$ cat config.mk
export PLATFORM = sky130hd
export DESIGN_NAME = ultrasonic_echo_ranger
export DESIGN_NICKNAME = d
export VERILOG_FILES = /design/src/hw/rtl/uer_pkg.sv /design/src/hw/rtl/ultrasonic_echo_ranger.sv /design/src/hw/rtl/uer_ctrl.sv /design/src/hw/rtl/uer_scale.sv /design/src/hw/rtl/uer_dist.sv
export SDC_FILE = /design/constraint.sdc
export NUM_CORES = 1
export LEC_CHECK = 0
export ABC_AREA = 0
export ABC_CLOCK_PERIOD_IN_PS = 6600
export BUFFER_PORTS_ARGS = -buffer_cell sky130_fd_sc_hd__buf_2
export CORE_MARGIN = 5
export CORE_UTILIZATION = 55
export CTS_CLUSTER_SIZE = 10
export DETAILED_ROUTE_END_ITERATION = 10
export PLACE_DENSITY = 0.72
export SYNTH_ARGS = -nofsm -noshare
export SYNTH_HDL_FRONTEND = slang
export SYNTH_SLANG_ARGS = --single-unit
$ cat constraint.sdc
create_clock -name clk_i -period 6.6 [get_ports clk_i]
set_input_delay 1.32 -clock clk_i [delete_from_list [all_inputs] [get_ports clk_i]]
set_output_delay 1.32 -clock clk_i [all_outputs]
set_load 0.05 [all_outputs]
$ cat src/hw/rtl/uer_pkg.sv
// Package for the ultrasonic echo ranger: shared types, register indexes and
// arithmetic constants. No dependencies.
`default_nettype none

package uer_pkg;

  localparam int unsigned CfgIdxW  = 3;
  localparam int unsigned CfgDataW = 16;
  localparam int unsigned UnitW    = 17;
  localparam int unsigned TickW    = 16;
  localparam int unsigned ScaleW   = 12;
  localparam int unsigned ProdW    = UnitW + ScaleW;
  localparam int unsigned DistW    = 8;

  // Register indexes on the configuration port.
  localparam logic [CfgIdxW-1:0] REG_PRESCALE = 3'd0;
  localparam logic [CfgIdxW-1:0] REG_TRIGGER  = 3'd1;
  localparam logic [CfgIdxW-1:0] REG_WAIT     = 3'd2;
  localparam logic [CfgIdxW-1:0] REG_ECHO     = 3'd3;
  localparam logic [CfgIdxW-1:0] REG_SCALE    = 3'd4;

  localparam logic [15:0] PRESCALE_RST = 16'd64;
  localparam logic [7:0]  TRIGGER_RST  = 8'd20;
  localparam logic [15:0] WAIT_RST     = 16'd65000;
  localparam logic [15:0] ECHO_RST     = 16'd65535;
  localparam logic [11:0] SCALE_RST    = 12'd1088;

  localparam logic [UnitW-1:0] UNIT_MAX = '1;

  // Any product at or above 255 * 1000 + 1000 saturates the distance.
  localparam logic [ProdW-1:0] PROD_SAT = 29'd256000;
  // floor(x / 1000) = (x * RECIP_1000) >> RECIP_SHIFT for every x below 2^18.
  localparam int unsigned      QuotInW     = 18;
  localparam int unsigned      RecipW      = 19;
  localparam int unsigned      RECIP_SHIFT = 28;
  localparam logic [RecipW-1:0] RECIP_1000 = 19'd268436;

  typedef enum logic [1:0] {
    ST_OK      = 2'd0,
    ST_NO_ECHO = 2'd1,
    ST_OVERRUN = 2'd2
  } stat_e;

  typedef enum logic [3:0] {
    PH_IDLE    = 4'b0001,
    PH_TRIG    = 4'b0010,
    PH_WAIT    = 4'b0100,
    PH_MEASURE = 4'b1000
  } phase_e;

  // Result of the control stage for one tick.
  typedef struct packed {
    logic              trig;
    logic              busy;
    logic              done;
    stat_e             stat;
    logic              calc;
    logic [UnitW-1:0]  unit;
    logic [ScaleW-1:0] scale;
  } ctrl_item_t;

  // Result of the multiply stage for one tick.
  typedef struct packed {
    logic             trig;
    logic             busy;
    logic             done;
    stat_e            stat;
    logic             calc;
    logic [ProdW-1:0] prod;
  } prod_item_t;

endpackage

`default_nettype wire

$ cat src/hw/rtl/ultrasonic_echo_ranger.sv
// Top level of the ultrasonic echo ranger: control, multiply and divide stages
// with their handshake. Depends on uer_pkg, uer_ctrl, uer_scale, uer_dist.
//
//  Channel   Direction  Contents
//  s_axis    in         one base tick: start request and echo level
//  m_axis    out        one result per tick: trigger, busy, done, distance, status
//  cfg       in         register writes, index 0..4, no read-back
//
// Each tick passes the ctrl, scale and dist registers; one per cycle unless m_axis stalls.
// The throughput is set by the sequencer, which updates its state once per accepted tick.
// The multiply and the divide by 1000 sit in the two stages after it.
// Reset loads register defaults and clears the sequencer, valid bits and last distance.
// A stalled output holds its request and fills the stages behind it before s_axis stalls.
`default_nettype none

module ultrasonic_echo_ranger import uer_pkg::*; (
  input  wire logic                clk_i,
  input  wire logic                rst_ni,
  input  wire logic                s_axis_tvalid_i,
  output logic                     s_axis_tready_o,
  input  wire logic [7:0]          s_axis_tdata_i,   // [0] start_req, [1] echo
  output logic                     m_axis_tvalid_o,
  input  wire logic                m_axis_tready_i,
  output logic [15:0]              m_axis_tdata_o,   // [0] trigger, [1] busy_res,
                                                     // [2] done_res, [10:3] distance_cm,
                                                     // [12:11] status
  input  wire logic                cfg_we_i,
  input  wire logic [CfgIdxW-1:0]  cfg_idx_i,
  input  wire logic [CfgDataW-1:0] cfg_data_i
);

  logic va_q, vb_q, vc_q;
  logic en_a, en_b, en_c;
  logic accept;

  ctrl_item_t item_a;
  prod_item_t item_b;

  assign en_c   = !vc_q || m_axis_tready_i;
  assign en_b   = !vb_q || en_c;
  assign en_a   = !va_q || en_b;
  assign accept = en_a && s_axis_tvalid_i;

  always_ff @(posedge clk_i or negedge rst_ni) begin
    if (!rst_ni) begin
      va_q <= 1'b0;
      vb_q <= 1'b0;
      vc_q <= 1'b0;
    end else begin
      if (en_a) va_q <= s_axis_tvalid_i;
      if (en_b) vb_q <= va_q;
      if (en_c) vc_q <= vb_q;
    end
  end

  uer_ctrl u_ctrl (
    .clk_i       (clk_i),
    .rst_ni      (rst_ni),
    .cfg_we_i    (cfg_we_i),
    .cfg_idx_i   (cfg_idx_i),
    .cfg_data_i  (cfg_data_i),
    .accept_i    (accept),
    .start_req_i (s_axis_tdata_i[0]),
    .echo_i      (s_axis_tdata_i[1]),
    .item_o      (item_a)
  );

  uer_scale u_scale (
    .clk_i  (clk_i),
    .en_i   (en_b && va_q),
    .item_i (item_a),
    .item_o (item_b)
  );

  uer_dist u_dist (
    .clk_i   (clk_i),
    .rst_ni  (rst_ni),
    .en_i    (en_c && vb_q),
    .item_i  (item_b),
    .tdata_o (m_axis_tdata_o)
  );

  assign s_axis_tready_o = en_a;
  assign m_axis_tvalid_o = vc_q;

endmodule

`default_nettype wire

$ cat src/hw/rtl/uer_ctrl.sv
// Measurement sequencer and configuration registers of the echo ranger.
// Depends on uer_pkg.
`default_nettype none

module uer_ctrl import uer_pkg::*; (
  input  wire logic                clk_i,
  input  wire logic                rst_ni,
  input  wire logic                cfg_we_i,
  input  wire logic [CfgIdxW-1:0]  cfg_idx_i,
  input  wire logic [CfgDataW-1:0] cfg_data_i,
  input  wire logic                accept_i,
  input  wire logic                start_req_i,
  input  wire logic                echo_i,
  output ctrl_item_t               item_o
);

  logic [15:0] prescale_q;
  logic [7:0]  trigger_q;
  logic [15:0] wait_q;
  logic [15:0] echo_q;
  logic [11:0] scale_q;

  phase_e           phase_q, phase_d;
  logic [TickW-1:0] tick_q, tick_d;
  logic [UnitW-1:0] unit_q, unit_d;
  ctrl_item_t       item_q, item_d;

  logic [TickW:0]   tick_inc;
  logic [TickW-1:0] presc_eff;
  logic [7:0]       trig_eff;
  logic [UnitW-1:0] unit_inc;

  always_ff @(posedge clk_i or negedge rst_ni) begin
    if (!rst_ni) begin
      prescale_q <= PRESCALE_RST;
      trigger_q  <= TRIGGER_RST;
      wait_q     <= WAIT_RST;
      echo_q     <= ECHO_RST;
      scale_q    <= SCALE_RST;
    end else if (cfg_we_i) begin
      case (cfg_idx_i)
        REG_PRESCALE: prescale_q <= cfg_data_i;
        REG_TRIGGER:  trigger_q  <= cfg_data_i[7:0];
        REG_WAIT:     wait_q     <= cfg_data_i;
        REG_ECHO:     echo_q     <= cfg_data_i;
        REG_SCALE:    scale_q    <= cfg_data_i[11:0];
        default:      ;
      endcase
    end
  end

  assign tick_inc  = {1'b0, tick_q} + 17'd1;
  assign presc_eff = (prescale_q == '0) ? 16'd1 : prescale_q;
  assign trig_eff  = (trigger_q == '0) ? 8'd1 : trigger_q;
  assign unit_inc  = (unit_q == UNIT_MAX) ? unit_q : unit_q + 17'd1;

  always_comb begin
    phase_d      = phase_q;
    tick_d       = tick_q;
    unit_d       = unit_q;
    item_d       = '0;
    item_d.stat  = ST_OK;
    item_d.unit  = unit_q;
    item_d.scale = scale_q;
    case (phase_q)
      PH_IDLE: begin
        if (start_req_i) begin
          item_d.busy = 1'b1;
          tick_d      = '0;
          unit_d      = '0;
          phase_d     = PH_TRIG;
        end
      end
      PH_TRIG: begin
        item_d.trig = 1'b1;
        item_d.busy = 1'b1;
        tick_d      = tick_inc[TickW-1:0];
        if (tick_inc[TickW-1:0] >= {8'd0, trig_eff}) begin
          tick_d  = '0;
          unit_d  = '0;
          phase_d = PH_WAIT;
        end
      end
      PH_WAIT: begin
        if (echo_i) begin
          item_d.busy = 1'b1;
          tick_d      = '0;
          unit_d      = '0;
          phase_d     = PH_MEASURE;
        end else if (unit_q > {1'b0, wait_q}) begin
          item_d.done = 1'b1;
          item_d.stat = ST_NO_ECHO;
          phase_d     = PH_IDLE;
        end else begin
          item_d.busy = 1'b1;
          if (tick_inc >= {1'b0, presc_eff}) begin
            tick_d = '0;
            unit_d = unit_inc;
          end else begin
            tick_d = tick_inc[TickW-1:0];
          end
        end
      end
      PH_MEASURE: begin
        if (!echo_i) begin
          item_d.done = 1'b1;
          item_d.calc = 1'b1;
          phase_d     = PH_IDLE;
        end else if (unit_q > {1'b0, echo_q}) begin
          item_d.done = 1'b1;
          item_d.stat = ST_OVERRUN;
          phase_d     = PH_IDLE;
        end else begin
          item_d.busy = 1'b1;
          if (tick_inc >= {1'b0, presc_eff}) begin
            tick_d = '0;
            unit_d = unit_inc;
          end else begin
            tick_d = tick_inc[TickW-1:0];
          end
        end
      end
      default: begin
        phase_d = PH_IDLE;
      end
    endcase
  end

  always_ff @(posedge clk_i or negedge rst_ni) begin
    if (!rst_ni) begin
      phase_q <= PH_IDLE;
      tick_q  <= '0;
      unit_q  <= '0;
    end else if (accept_i) begin
      phase_q <= phase_d;
      tick_q  <= tick_d;
      unit_q  <= unit_d;
    end
  end

  always_ff @(posedge clk_i) begin
    if (accept_i) begin
      item_q <= item_d;
    end
  end

  assign item_o = item_q;

endmodule

`default_nettype wire

$ cat src/hw/rtl/uer_scale.sv
// Multiply stage: echo width in units times the scale register.
// Depends on uer_pkg.
`default_nettype none

module uer_scale import uer_pkg::*; (
  input  wire logic       clk_i,
  input  wire logic       en_i,
  input  wire ctrl_item_t item_i,
  output prod_item_t      item_o
);

  prod_item_t item_q, item_d;

  always_comb begin
    item_d.trig = item_i.trig;
    item_d.busy = item_i.busy;
    item_d.done = item_i.done;
    item_d.stat = item_i.stat;
    item_d.calc = item_i.calc;
    item_d.prod = ProdW'(item_i.unit) * ProdW'(item_i.scale);
  end

  always_ff @(posedge clk_i) begin
    if (en_i) begin
      item_q <= item_d;
    end
  end

  assign item_o = item_q;

endmodule

`default_nettype wire

$ cat src/hw/rtl/uer_dist.sv
// Divide by 1000 with saturation, last-distance hold and output register.
// Depends on uer_pkg.
`default_nettype none

module uer_dist import uer_pkg::*; (
  input  wire logic        clk_i,
  input  wire logic        rst_ni,
  input  wire logic        en_i,
  input  wire prod_item_t  item_i,
  output logic [15:0]      tdata_o
);

  localparam int unsigned QuotFullW = QuotInW + RecipW;

  logic [DistW-1:0]     last_q;
  logic [DistW-1:0]     dist_cm;
  logic [DistW-1:0]     quot;
  logic [QuotFullW-1:0] quot_full;
  logic [15:0]          tdata_q, tdata_d;

  // The product is below 2^18 whenever it does not saturate.
  assign quot_full = QuotFullW'(item_i.prod[QuotInW-1:0]) * QuotFullW'(RECIP_1000);
  assign quot      = quot_full[RECIP_SHIFT +: DistW];

  always_comb begin
    dist_cm = last_q;
    if (item_i.done) begin
      if (!item_i.calc) begin
        dist_cm = '0;
      end else if (item_i.prod >= PROD_SAT) begin
        dist_cm = '1;
      end else begin
        dist_cm = quot;
      end
    end
    tdata_d = {3'b000, item_i.stat, dist_cm, item_i.done, item_i.busy, item_i.trig};
  end

  always_ff @(posedge clk_i or negedge rst_ni) begin
    if (!rst_ni) begin
      last_q <= '0;
    end else if (en_i) begin
      last_q <= dist_cm;
    end
  end

  always_ff @(posedge clk_i) begin
    if (en_i) begin
      tdata_q <= tdata_d;
    end
  end

  assign tdata_o = tdata_q;

endmodule

`default_nettype wire

-- After elaboration in Yosys (flattened, before gate mapping)
Cells that the tools add are included.
- register bits: 199
- input port bits: 32
- output and inout port bits: 18
- word-level logic and storage cells: 115
- add/sub/neg operators: 2
- multiply operators: 2
- $lt $le $gt $ge: 5
- equal/unequal tests: 16
- mux-type cells: 43
- reduce and logical (&&, ||, !) cells: 21
- operators by type and width (cell ; number):
    $mux W17 ; 8
    $mux W16 ; 8
    $pmux W17 S4 ; 1
    $pmux W16 S4 ; 1
    $gt A17 B16 Y1 ; 2
    $mul A18 B17 Y34 const B ; 1
    $mux W8 ; 4
    $ge A29 B18 Y1 const B ; 1
    $mul A17 B12 Y29 ; 1
    $mux W4 ; 6
    $add A16 B1 Y17 const B ; 1
    $add A17 B1 Y17 const B ; 1
    $eq A17 B17 Y1 const B ; 1
    $ge A17 B16 Y1 ; 1
    $ge A16 B8 Y1 ; 1
    $logic_not A16 Y1 ; 1
    $pmux W4 S4 ; 1
    $reduce_and A2 Y1 ; 5
    $mux W3 ; 3
    $logic_not A8 Y1 ; 1
    $mux W1 ; 8
    $reduce_and A7 Y1 ; 1
    $eq A3 B2 Y1 const B ; 2
    $ne A2 B2 Y1 const B ; 3
    19 further kinds ; 26

-- Depth between registers and ports, before layout
Gate-level depths: netlist of the first run.
- word-level depth: 7
- mapped depth: 22

-- Cells and area by module
A second synthesis of the first run with hierarchy kept.
- cell total of the unflattened synthesis: 2146
- area total of the unflattened synthesis: 20523.4 um^2
- by module, submodules not included (module ; times used ; cells each ; area an instance (um^2) ; seq. area each (um^2)):
    uer_scale ; 1 ; 832 ; 7677.4 ; 1051.0
    uer_ctrl ; 1 ; 745 ; 7547.2 ; 3719.8
    uer_dist ; 1 ; 557 ; 5157.4 ; 590.6
    ultrasonic_echo_ranger ; 1 ; 12 ; 141.4 ; 75.1

-- Worst setup path after synthesis of the first run
OpenSTA, ideal clock, no wires.
- path kind: reg2reg
- start point: reg u_ctrl.item_q (netlist bit u_ctrl.item_o[5])
- end point: reg u_scale.item_q (netlist bit u_scale.item_o[26]) (data pin)
- library setup time: 0.180 ns
- arrival time: 5.727 ns
- path slack: 0.693 ns
- stages on the path, launching flop included: 22
- clock period less this slack: 5.907 ns
- cell sequence: edfxtp_1 clkbuf_1 clkbuf_1 nand2_1 fa_1 fa_1 inv_1 fa_1 fa_1 inv_1 fa_1 inv_1 ha_1 clkbuf_1 a21o_1 or3_1 o221a_2 a21oi_1 nor4_1 or2_2 o21a_1 o311ai_1
- RTL lines (item ; line ; text):
    from (decl) ; uer_ctrl.sv:26 ; ctrl_item_t item_q, item_d;
    from (signal assigned) ; uer_ctrl.sv:143 ; item_q <= item_d;
    to (signal assigned) ; uer_scale.sv:25 ; item_q <= item_d;
    to (decl) ; uer_scale.sv:12 ; prod_item_t item_q, item_d;

==> impl_table.tex, run 1 <==
\begin{tabular}{lr}
\hline
Metric & Value \\
\hline
\multicolumn{2}{l}{\textbf{Run status}} \\
\quad Outcome & finished, final reports clean \\
\multicolumn{2}{l}{\textbf{Detailed routing}} \\
\quad Top sig layer & met4 \\
\quad Met1 WL & about 19,000 µm \\
\quad Via total after detailed routing & 14.7k \\
\quad Number of iterations in the first detailed-routing pass & 5 \\
\quad Detail-routed via count per cell & 5.61 \\
\quad Wire length per cell & around 17 µm \\
\quad Drc violations & 0 \\
\quad Routed wire length & roughly 45,000 µm \\
\quad Number of DRC violations after detailed-routing iteration 0 & 858 \\
\quad Total length of routed met3 wires & 1880 µm \\
\quad Met2 wirelength from detailed routing & 22,500 µm \\
\quad Count of antenna-violating nets left after detailed routing & 0 \\
\multicolumn{2}{l}{\textbf{Timing}} \\
\quad Final hold violation count & 0 \\
\quad Max Clock Freq & 0.166 GHz \\
\quad Setup clock skew after layout & 0.0194 ns \\
\quad Min setup slack post-route & 0.558 ns \\
\quad Worst-case headroom to the max-slew limit & 29.0\% \\
\quad Time the worst path needs with I/O delays and setup & 6.04 ns \\
\quad Worst slew pin tran & 1.06 ns \\
\quad Final-layout setup total negative slack & 0 ns \\
\quad Number of pins with negative max-slew slack in the final report & 0 \\
\quad Final critical-path share of the clock period & between 90 and 100\% \\
\quad Total of endpoints with negative setup slack in the final report & 0 \\
\quad Setup repair after global routing missed its margin & no \\
\multicolumn{2}{l}{\textbf{Clocking}} \\
\quad Buffers from clock root to sink, at most & 2 \\
\quad Root buffer cell & sky130\_fd\_sc\_hd\_\_clkbuf\_16 \\
\quad Clock latency at the later pin of the worst-skew pair & 0.45 ns \\
\quad Total number of clock tree sinks & 199 \\
\quad Number of gates resized after CTS & 0 \\
\quad Post-CTS clock slew at the launch and capture registers of the worst setup and hold paths & 0.08 ns \\
\quad Setup bufs post-CTS & 0 \\
\quad CTS tree & done \\
\quad H-tree levels & 4 \\
\quad Number of clock buffers inserted by TritonCTS & 17 \\
\quad \# hold bufs at CTS & 0 \\
\multicolumn{2}{l}{\textbf{Logic synthesis}} \\
\quad Sequential share of the synthesized area & between 20\% and 30\% \\
\quad Number of flops mapped to enable cells by yosys & 83 \\
\quad Top cells by area in the synthesized netlist & sky130\_fd\_sc\_hd\_\_fa\_1 19\%, sky130\_fd\_sc\_hd\_\_ha\_1 17\%, sky130\_fd\_sc\_hd\_\_edfxtp\_1 12\% \\
\quad Synth Area per Inst & approximately 9.6 µm² \\
\quad Mapped Cells & 2,124 \\
\quad Ys flop type & sky130\_fd\_sc\_hd\_\_edfxtp\_1 \\
\quad Synth Warn \# & 0 \\
\quad Portion of synthesized cell area occupied by the leading cell type & 19.3\% \\
\quad Cell type with the highest aggregate area in the netlist & sky130\_fd\_sc\_hd\_\_fa\_1 \\
\quad \#FFs+latches synth & 199 \\
\quad Synth cell types & 80 \\
\quad Synthesized area & between 0.02 and 0.025 mm² \\
\quad Proportion of synthesized flip-flops having asynchronous set or reset & 58.3\% \\
\multicolumn{2}{l}{\textbf{Placed design}} \\
\quad Half-perimeter wire length after detailed placement & 35,900 µm \\
\quad Final GP Congestion & 0.889 \\
\quad Dpl ws & between 0.6 and 0.7 ns \\
\quad Number of buffer cells added on primary ports & 40 \\
\multicolumn{2}{l}{\textbf{Run}} \\
\quad Number of violations of the max-capacitance limit & 0 \\
\multicolumn{2}{l}{\textbf{Setup path}} \\
\quad Critical Path Max Stage Delay & between 0.5 and 0.6 ns \\
\quad Endpoint class of the critical path & register \\
\quad Slowest cell on the critical path & sky130\_fd\_sc\_hd\_\_edfxtp\_1 \\
\quad WP data required & 6.85 ns \\
\quad Maximum fanout count along the critical path & 7 \\
\quad Critical Path Source Type & register \\
\quad Worst Path Class, Setup & register to register \\
\quad R2r worst-path depth & 18 \\
\quad Cell count along the critical path & 18 \\
\quad Crit path arrival time & $\sim$6.3 ns \\
\quad Most used cell, CP & sky130\_fd\_sc\_hd\_\_fa\_1 \\
\quad Crit-path cells & nand2\_1, fa\_1, fa\_1, inv\_1, fa\_1, fa\_1, inv\_1, fa\_1, inv\_1, ha\_1, a21o\_1, or3\_1, o221a\_2, a21oi\_1, nor4\_1, or2\_2, o21a\_1, o311ai\_1 \\
\quad Worst Path Buf+Inv & 3 \\
\quad Top Family by Delay on Critical Path & adder cells \\
\multicolumn{2}{l}{\textbf{Floorplan}} \\
\quad Core Area & 0.0365 mm² \\
\quad Initial core utilization & about 56\% \\
\quad Number of placed I/O pins & 50 \\
\quad Die width & 202 µm \\
\quad Die area & around 0.041 mm² \\
\quad Overall die height & 202 µm \\
\quad Placement row count & 70 \\
\multicolumn{2}{l}{\textbf{Finish}} \\
\quad Total inserted antenna cells & 0 \\
\quad Filler cell count in the final layout & 3,121 \\
\quad Area growth syn-to-layout & 6.39\% \\
\quad Net total in the final layout & 2,649 \\
\quad Share of final-layout standard cells stronger than drive strength 1 & 8.95\% \\
\multicolumn{2}{l}{\textbf{Global routing}} \\
\quad GRT overflow & 0 \\
\quad All-layer global routing usage & 22.5\% \\
\quad Wire length of the first global-routing pass & 75,100 µm \\
\quad Antenna violations before repair & 0 \\
\quad Largest net degree at the start of global routing & 67 \\
\quad Via count of the first global-routing pass & 15.4k \\
\multicolumn{2}{l}{\textbf{Worst hold path}} \\
\quad Hold-critical path depth & 0 \\
\quad Min-delay worst type & register to register \\
\hline
\end{tabular}
## cell type report
cell class	count	area, µm²	area share (%)
Clock buffer	20	469	2.17
Clock inverter	12	106	0.492
Inverter	423	1590	7.35
Multi-Input combinational cell	1434	13000	60.2
Sequential cell	199	5440	25.2
Tap cell	468	586	2.71
Timing Repair Buffer	68	413	1.91
## metrics by stage
step	hold slack (ns)	util [%]	instance area (µm²)	instances
2_1_floorplan	0.400	-	20300	2126
3_3_place_gp	0.402	57.6	21000	2592
3_5_place_dp	0.405	57.6	21000	2592
4_1_cts	0.422	59.1	21600	2624
5_1_grt	0.430	59.1	21600	2624
6_report	0.420	59.1	21600	2624
## worst reg2reg max path: cells and delay by family, from the launching register on
family	cells	cell delay [ns]
compound gates	5	1.23
buf+inv	3	0.16
simple gates	4	0.91
fa+ha+maj	6	2.98
flops	1	0.57
## cell families after synthesis
family / after synthesis / share of synthesized area [%]
AND/OR/NAND/NOR: 572 / 13.7
buffers and inverters: 493 / 9.25
adder cells (fa/ha/maj): 474 / 36.5
AO/OA/AOI/OAI: 316 / 10.3
flip-flops: 199 / 26.8
multiplexers: 40 / 2.19
XOR/XNOR: 29 / 1.25
other: 1 / 0.0185
## flip-flops by register name, indices dropped and copies added, names as in the netlist, 4 cells and up
register / count
u_ctrl.echo_q: 16
u_ctrl.item_o: 35
u_ctrl.phase_q: 4
u_ctrl.prescale_q: 16
u_ctrl.scale_q: 12
u_ctrl.tick_q: 16
u_ctrl.trigger_q: 8
u_ctrl.unit_q: 17
u_ctrl.wait_q: 16
u_dist.last_q: 8
u_dist.tdata_o: 13
u_scale.item_o: 35
## cells in the mapped netlist (5+ instances only)
cell	instances
sky130_fd_sc_hd__o211ai_1	9
sky130_fd_sc_hd__clkbuf_1	60
sky130_fd_sc_hd__inv_1	423
sky130_fd_sc_hd__or3_1	7
sky130_fd_sc_hd__o31ai_1	15
sky130_fd_sc_hd__nand3_1	33
sky130_fd_sc_hd__nor2_1	60
sky130_fd_sc_hd__a21boi_0	6
sky130_fd_sc_hd__xnor2_1	17
sky130_fd_sc_hd__and2_1	68
sky130_fd_sc_hd__a21oi_1	64
sky130_fd_sc_hd__mux2_2	36
sky130_fd_sc_hd__and3_1	9
sky130_fd_sc_hd__nor4_1	12
sky130_fd_sc_hd__nand2_1	262
sky130_fd_sc_hd__nand3b_1	8
sky130_fd_sc_hd__or2_2	5
sky130_fd_sc_hd__nor3_1	27
sky130_fd_sc_hd__dfstp_2	33
sky130_fd_sc_hd__buf_2	6
sky130_fd_sc_hd__a31oi_1	5
sky130_fd_sc_hd__edfxtp_1	83
sky130_fd_sc_hd__nand2b_1	17
sky130_fd_sc_hd__o21ai_0	85
sky130_fd_sc_hd__ha_1	278
sky130_fd_sc_hd__a21o_1	33
sky130_fd_sc_hd__or4_1	5
sky130_fd_sc_hd__fa_1	196
sky130_fd_sc_hd__a211oi_1	14
sky130_fd_sc_hd__xor2_1	12
sky130_fd_sc_hd__o21ai_1	9
sky130_fd_sc_hd__o22ai_1	9
sky130_fd_sc_hd__dfrtp_1	83
sky130_fd_sc_hd__o311ai_0	5
sky130_fd_sc_hd__nand4_1	28
sky130_fd_sc_hd__nor2b_1	5
sky130_fd_sc_hd__o21a_1	11
sky130_fd_sc_hd__o31ai_2	7
## per-layer routing
| layer | vias to the layer above | global-route usage [%] |
|---|---|---|
| met1 | 7244 | 28.2 |
| met5 | - | 0 |
| met3 | 90 | 2.98 |
| li1 | 7028 | - |
| met2 | 363 | 39.5 |
| met4 | 0 | 8.95 |
## placed cells by master (no fill, tap or decap), drive strengths merged, types with 7 or more instances in the layout
cell type / n
a211oi: 14
a21o: 33
a21oi: 64
and2: 68
and3: 9
buf: 68
clkbuf: 20
dfrtp: 83
dfstp: 33
edfxtp: 83
fa: 196
ha: 278
inv: 428
mux2: 36
nand2: 262
nand2b: 18
nand3: 34
nand3b: 8
nand4: 29
nor2: 60
nor3: 27
nor4: 12
o211ai: 9
o21a: 11
o21ai: 94
o22ai: 9
o31ai: 22
or3: 7
xnor2: 17
xor2: 12
## worst paths after layout
kind / start / slack, ns / to
setup / recovery: u_ctrl.item_o[18]$_DFFE_PP_ / 0.56 / u_scale.item_o[26]$_DFFE_PP_
hold / removal: u_ctrl.item_o[34]$_DFFE_PP_ / 0.42 / u_scale.item_o[34]$_DFFE_PP_
setup reg to reg: u_ctrl.item_o[18]$_DFFE_PP_ / 0.56 / u_scale.item_o[26]$_DFFE_PP_
hold reg to reg: u_ctrl.item_o[34]$_DFFE_PP_ / 0.42 / u_scale.item_o[34]$_DFFE_PP_
max in group asynchronous: rst_ni / 4.38 / u_dist.last_q[5]$_DFFE_PN0P_
min in group asynchronous: rst_ni / 0.89 / u_ctrl.tick_q[3]$_DFFE_PN0P_
Power of run 1 is not shown: default switching activity piles up to over one toggle a cycle in this logic, so the estimate is an artifact.
==> run 2: changes to the inputs <==
CORE_UTILIZATION = 51   (was 55)
PLACE_DENSITY = 0.67   (was 0.72)
==> run 2 against run 1 <==
- via count is 1.3% lower
- critical path depth stayed put
- final area is 0.43% higher
- wire length is 0.25% higher
- utilization is 4.3 points lower
- first-iteration DRC count is 9.9% higher
- non-clock buffer count is 2 lower
- register-to-register slack worse by 0.10 ns
- sequential share of layout area is 0.11 points lower
- final cell count is 2.1% higher
- fmax is 1.7% lower
==> impl_table.tex, run 2 (same netlist as run 1, synthesis figures left out) <==
\begin{tabular}{lr}
\hline
Metric & Value \\
\hline
\multicolumn{2}{l}{\textbf{Clocking}} \\
\quad Clock latency at the later pin of the worst-skew pair & 0.47 ns \\
\quad Setup bufs post-CTS & 0 \\
\quad Post-CTS clock slew at the launch and capture registers of the worst setup and hold paths & roughly 0.07 ns \\
\quad CTS tree & done \\
\quad H-tree levels & 4 \\
\quad Root buffer cell & sky130\_fd\_sc\_hd\_\_clkbuf\_16 \\
\quad Buffers from clock root to sink, at most & 2 \\
\quad Number of clock buffers inserted by TritonCTS & 17 \\
\quad Total number of clock tree sinks & 199 \\
\quad \# hold bufs at CTS & 0 \\
\quad Number of gates resized after CTS & 0 \\
\multicolumn{2}{l}{\textbf{Placed design}} \\
\quad Dpl ws & 0.466 ns \\
\quad Half-perimeter wire length after detailed placement & 36,300 µm \\
\quad Final GP Congestion & around 0.9 \\
\quad Number of buffer cells added on primary ports & 40 \\
\multicolumn{2}{l}{\textbf{Detailed routing}} \\
\quad Detail-routed via count per cell & between 5 and 6 \\
\quad Number of DRC violations after detailed-routing iteration 0 & 943 \\
\quad Drc violations & 0 \\
\quad Via total after detailed routing & 14.5k \\
\quad Wire length per cell & 16.7 µm \\
\quad Number of iterations in the first detailed-routing pass & 5 \\
\quad Routed wire length & 44,800 µm \\
\quad Count of antenna-violating nets left after detailed routing & 0 \\
\multicolumn{2}{l}{\textbf{Timing}} \\
\quad Worst-case headroom to the max-slew limit & 31.3\% \\
\quad Time the worst path needs with I/O delays and setup & 6.15 ns \\
\quad Setup repair after global routing missed its margin & no \\
\quad Min setup slack post-route & 0.454 ns \\
\quad Final critical-path share of the clock period & 93.1\% \\
\quad Worst slew pin tran & 1.03 ns \\
\quad Setup clock skew after layout & 0.0186 ns \\
\quad Final-layout setup total negative slack & 0 ns \\
\quad Number of pins with negative max-slew slack in the final report & 0 \\
\quad Max Clock Freq & 0.163 GHz \\
\quad Post-route worst hold slack & 0.420 ns \\
\quad Final hold violation count & 0 \\
\quad Total of endpoints with negative setup slack in the final report & 0 \\
\multicolumn{2}{l}{\textbf{Floorplan}} \\
\quad Core Area & 0.0395 mm² \\
\quad Die area & roughly 0.044 mm² \\
\quad Overall die height & approximately 210 µm \\
\quad Initial core utilization & 51.3\% \\
\quad Placement row count & between 70 and 80 \\
\quad Die width & between 200 and 250 µm \\
\quad Number of placed I/O pins & 50 \\
\multicolumn{2}{l}{\textbf{Global routing}} \\
\quad GR Util met2 & 37.3\% \\
\quad Met1 layer usage reported by global route & 27.2\% \\
\quad Via count of the first global-routing pass & around 15k \\
\quad All-layer global routing usage & 21.2\% \\
\quad Wire length of the first global-routing pass & 75,800 µm \\
\quad Largest net degree at the start of global routing & 69 \\
\quad Antenna violations before repair & 0 \\
\quad Global routing's busiest layer & met2 \\
\quad GRT overflow & 0 \\
\quad GR Layer Usage met3 & 2.97\% \\
\multicolumn{2}{l}{\textbf{Setup path}} \\
\quad Crit path arrival time & about 6.4 ns \\
\quad Worst Path Class, Setup & register to register \\
\quad Maximum fanout count along the critical path & 12 \\
\quad WP data required & 6.87 ns \\
\quad Endpoint class of the critical path & register \\
\quad Critical Path Source Type & register \\
\multicolumn{2}{l}{\textbf{Finish}} \\
\quad Storage element area & 0.00544 mm² \\
\quad Area used by multi-input combinational logic & 0.0130 mm² \\
\quad Share of final-layout standard cells stronger than drive strength 1 & 8.82\% \\
\quad Filler cell count in the final layout & 3,483 \\
\quad Most frequent standard cell in the layout excluding fill and tap cells & sky130\_fd\_sc\_hd\_\_inv\_1 \\
\quad Highest-count cells in the layout ignoring fill and taps & 424 x sky130\_fd\_sc\_hd\_\_inv\_1, 278 x sky130\_fd\_sc\_hd\_\_ha\_1, 262 x sky130\_fd\_sc\_hd\_\_nand2\_1, 196 x sky130\_fd\_sc\_hd\_\_fa\_1, 85 x sky130\_fd\_sc\_hd\_\_o21ai\_0 \\
\quad Net total in the final layout & 2,647 \\
\quad Area growth syn-to-layout & 6.85\% \\
\quad Total inserted antenna cells & 0 \\
\multicolumn{2}{l}{\textbf{Run}} \\
\quad Number of violations of the max-capacitance limit & 0 \\
\multicolumn{2}{l}{\textbf{Worst hold path}} \\
\quad Min-delay worst type & register to register \\
\multicolumn{2}{l}{\textbf{Run status}} \\
\quad Outcome & finished, final reports clean \\
\hline
\end{tabular}
==> run 2: path summary, 6_finish.rpt <==
check	start	to	slack, ns	cells past startpoint
setup reg to reg	u_ctrl.item_o[13]$_DFFE_PP_	u_scale.item_o[26]$_DFFE_PP_	0.45	18
setup / recovery	u_ctrl.item_o[13]$_DFFE_PP_	u_scale.item_o[26]$_DFFE_PP_	0.45	18
hold reg to reg	u_ctrl.item_o[29]$_SDFFCE_PP0P_	u_scale.item_o[29]$_DFFE_PP_	0.42	0
hold / removal	u_ctrl.item_o[29]$_SDFFCE_PP0P_	u_scale.item_o[29]$_DFFE_PP_	0.42	0
max in group asynchronous	rst_ni	u_dist.last_q[7]$_DFFE_PN0P_	4.37	2
min in group asynchronous	rst_ni	u_ctrl.trigger_q[6]$_DFFE_PN0P_	0.94	1
==> run 2: routing by layer <==
metal  share of wire, %  vias to the layer above
met5                  0                        -
met4                2.5                        0
met3                3.8                       62
met2                 51                      273
met1                 43                     7163
li1                   -                     7041
==> run 2: layout make-up <==
cell class,count,share of cell area (%)
multi-input cells,1434,59.9
well taps,525,3.03
clock inverters,10,0.490
flip-flops and latches,199,25.1
inverters,423,7.32
clock buffers,22,2.34
repair buffers,66,1.83
==> run 2: through the flow <==
stage	instances	utilization (%)	cell area [µm²]
after floorplan	2126	-	20300
after global placement	2647	53.3	21100
after detailed placement	2647	53.3	21100
after CTS	2679	54.8	21700
after global routing	2679	54.8	21700
final	2679	54.8	21700
==> run 2: critical path, cell delays in order (launching register included) <==
cell	delay, ns
sky130_fd_sc_hd__edfxtp_1	0.62
sky130_fd_sc_hd__nand2_1	0.14
sky130_fd_sc_hd__fa_1	0.50
sky130_fd_sc_hd__fa_1	0.56
sky130_fd_sc_hd__inv_1	0.06
sky130_fd_sc_hd__fa_1	0.51
sky130_fd_sc_hd__fa_1	0.56
sky130_fd_sc_hd__inv_1	0.06
sky130_fd_sc_hd__fa_1	0.52
sky130_fd_sc_hd__inv_1	0.04
sky130_fd_sc_hd__ha_1	0.38
sky130_fd_sc_hd__a21o_1	0.21
sky130_fd_sc_hd__or3_1	0.32
sky130_fd_sc_hd__o221a_2	0.25
sky130_fd_sc_hd__a21oi_1	0.25
sky130_fd_sc_hd__nor4_1	0.10
sky130_fd_sc_hd__or2_2	0.36
sky130_fd_sc_hd__o21a_1	0.23
sky130_fd_sc_hd__o311ai_1	0.27
Power of run 2 is left out for the same reason.
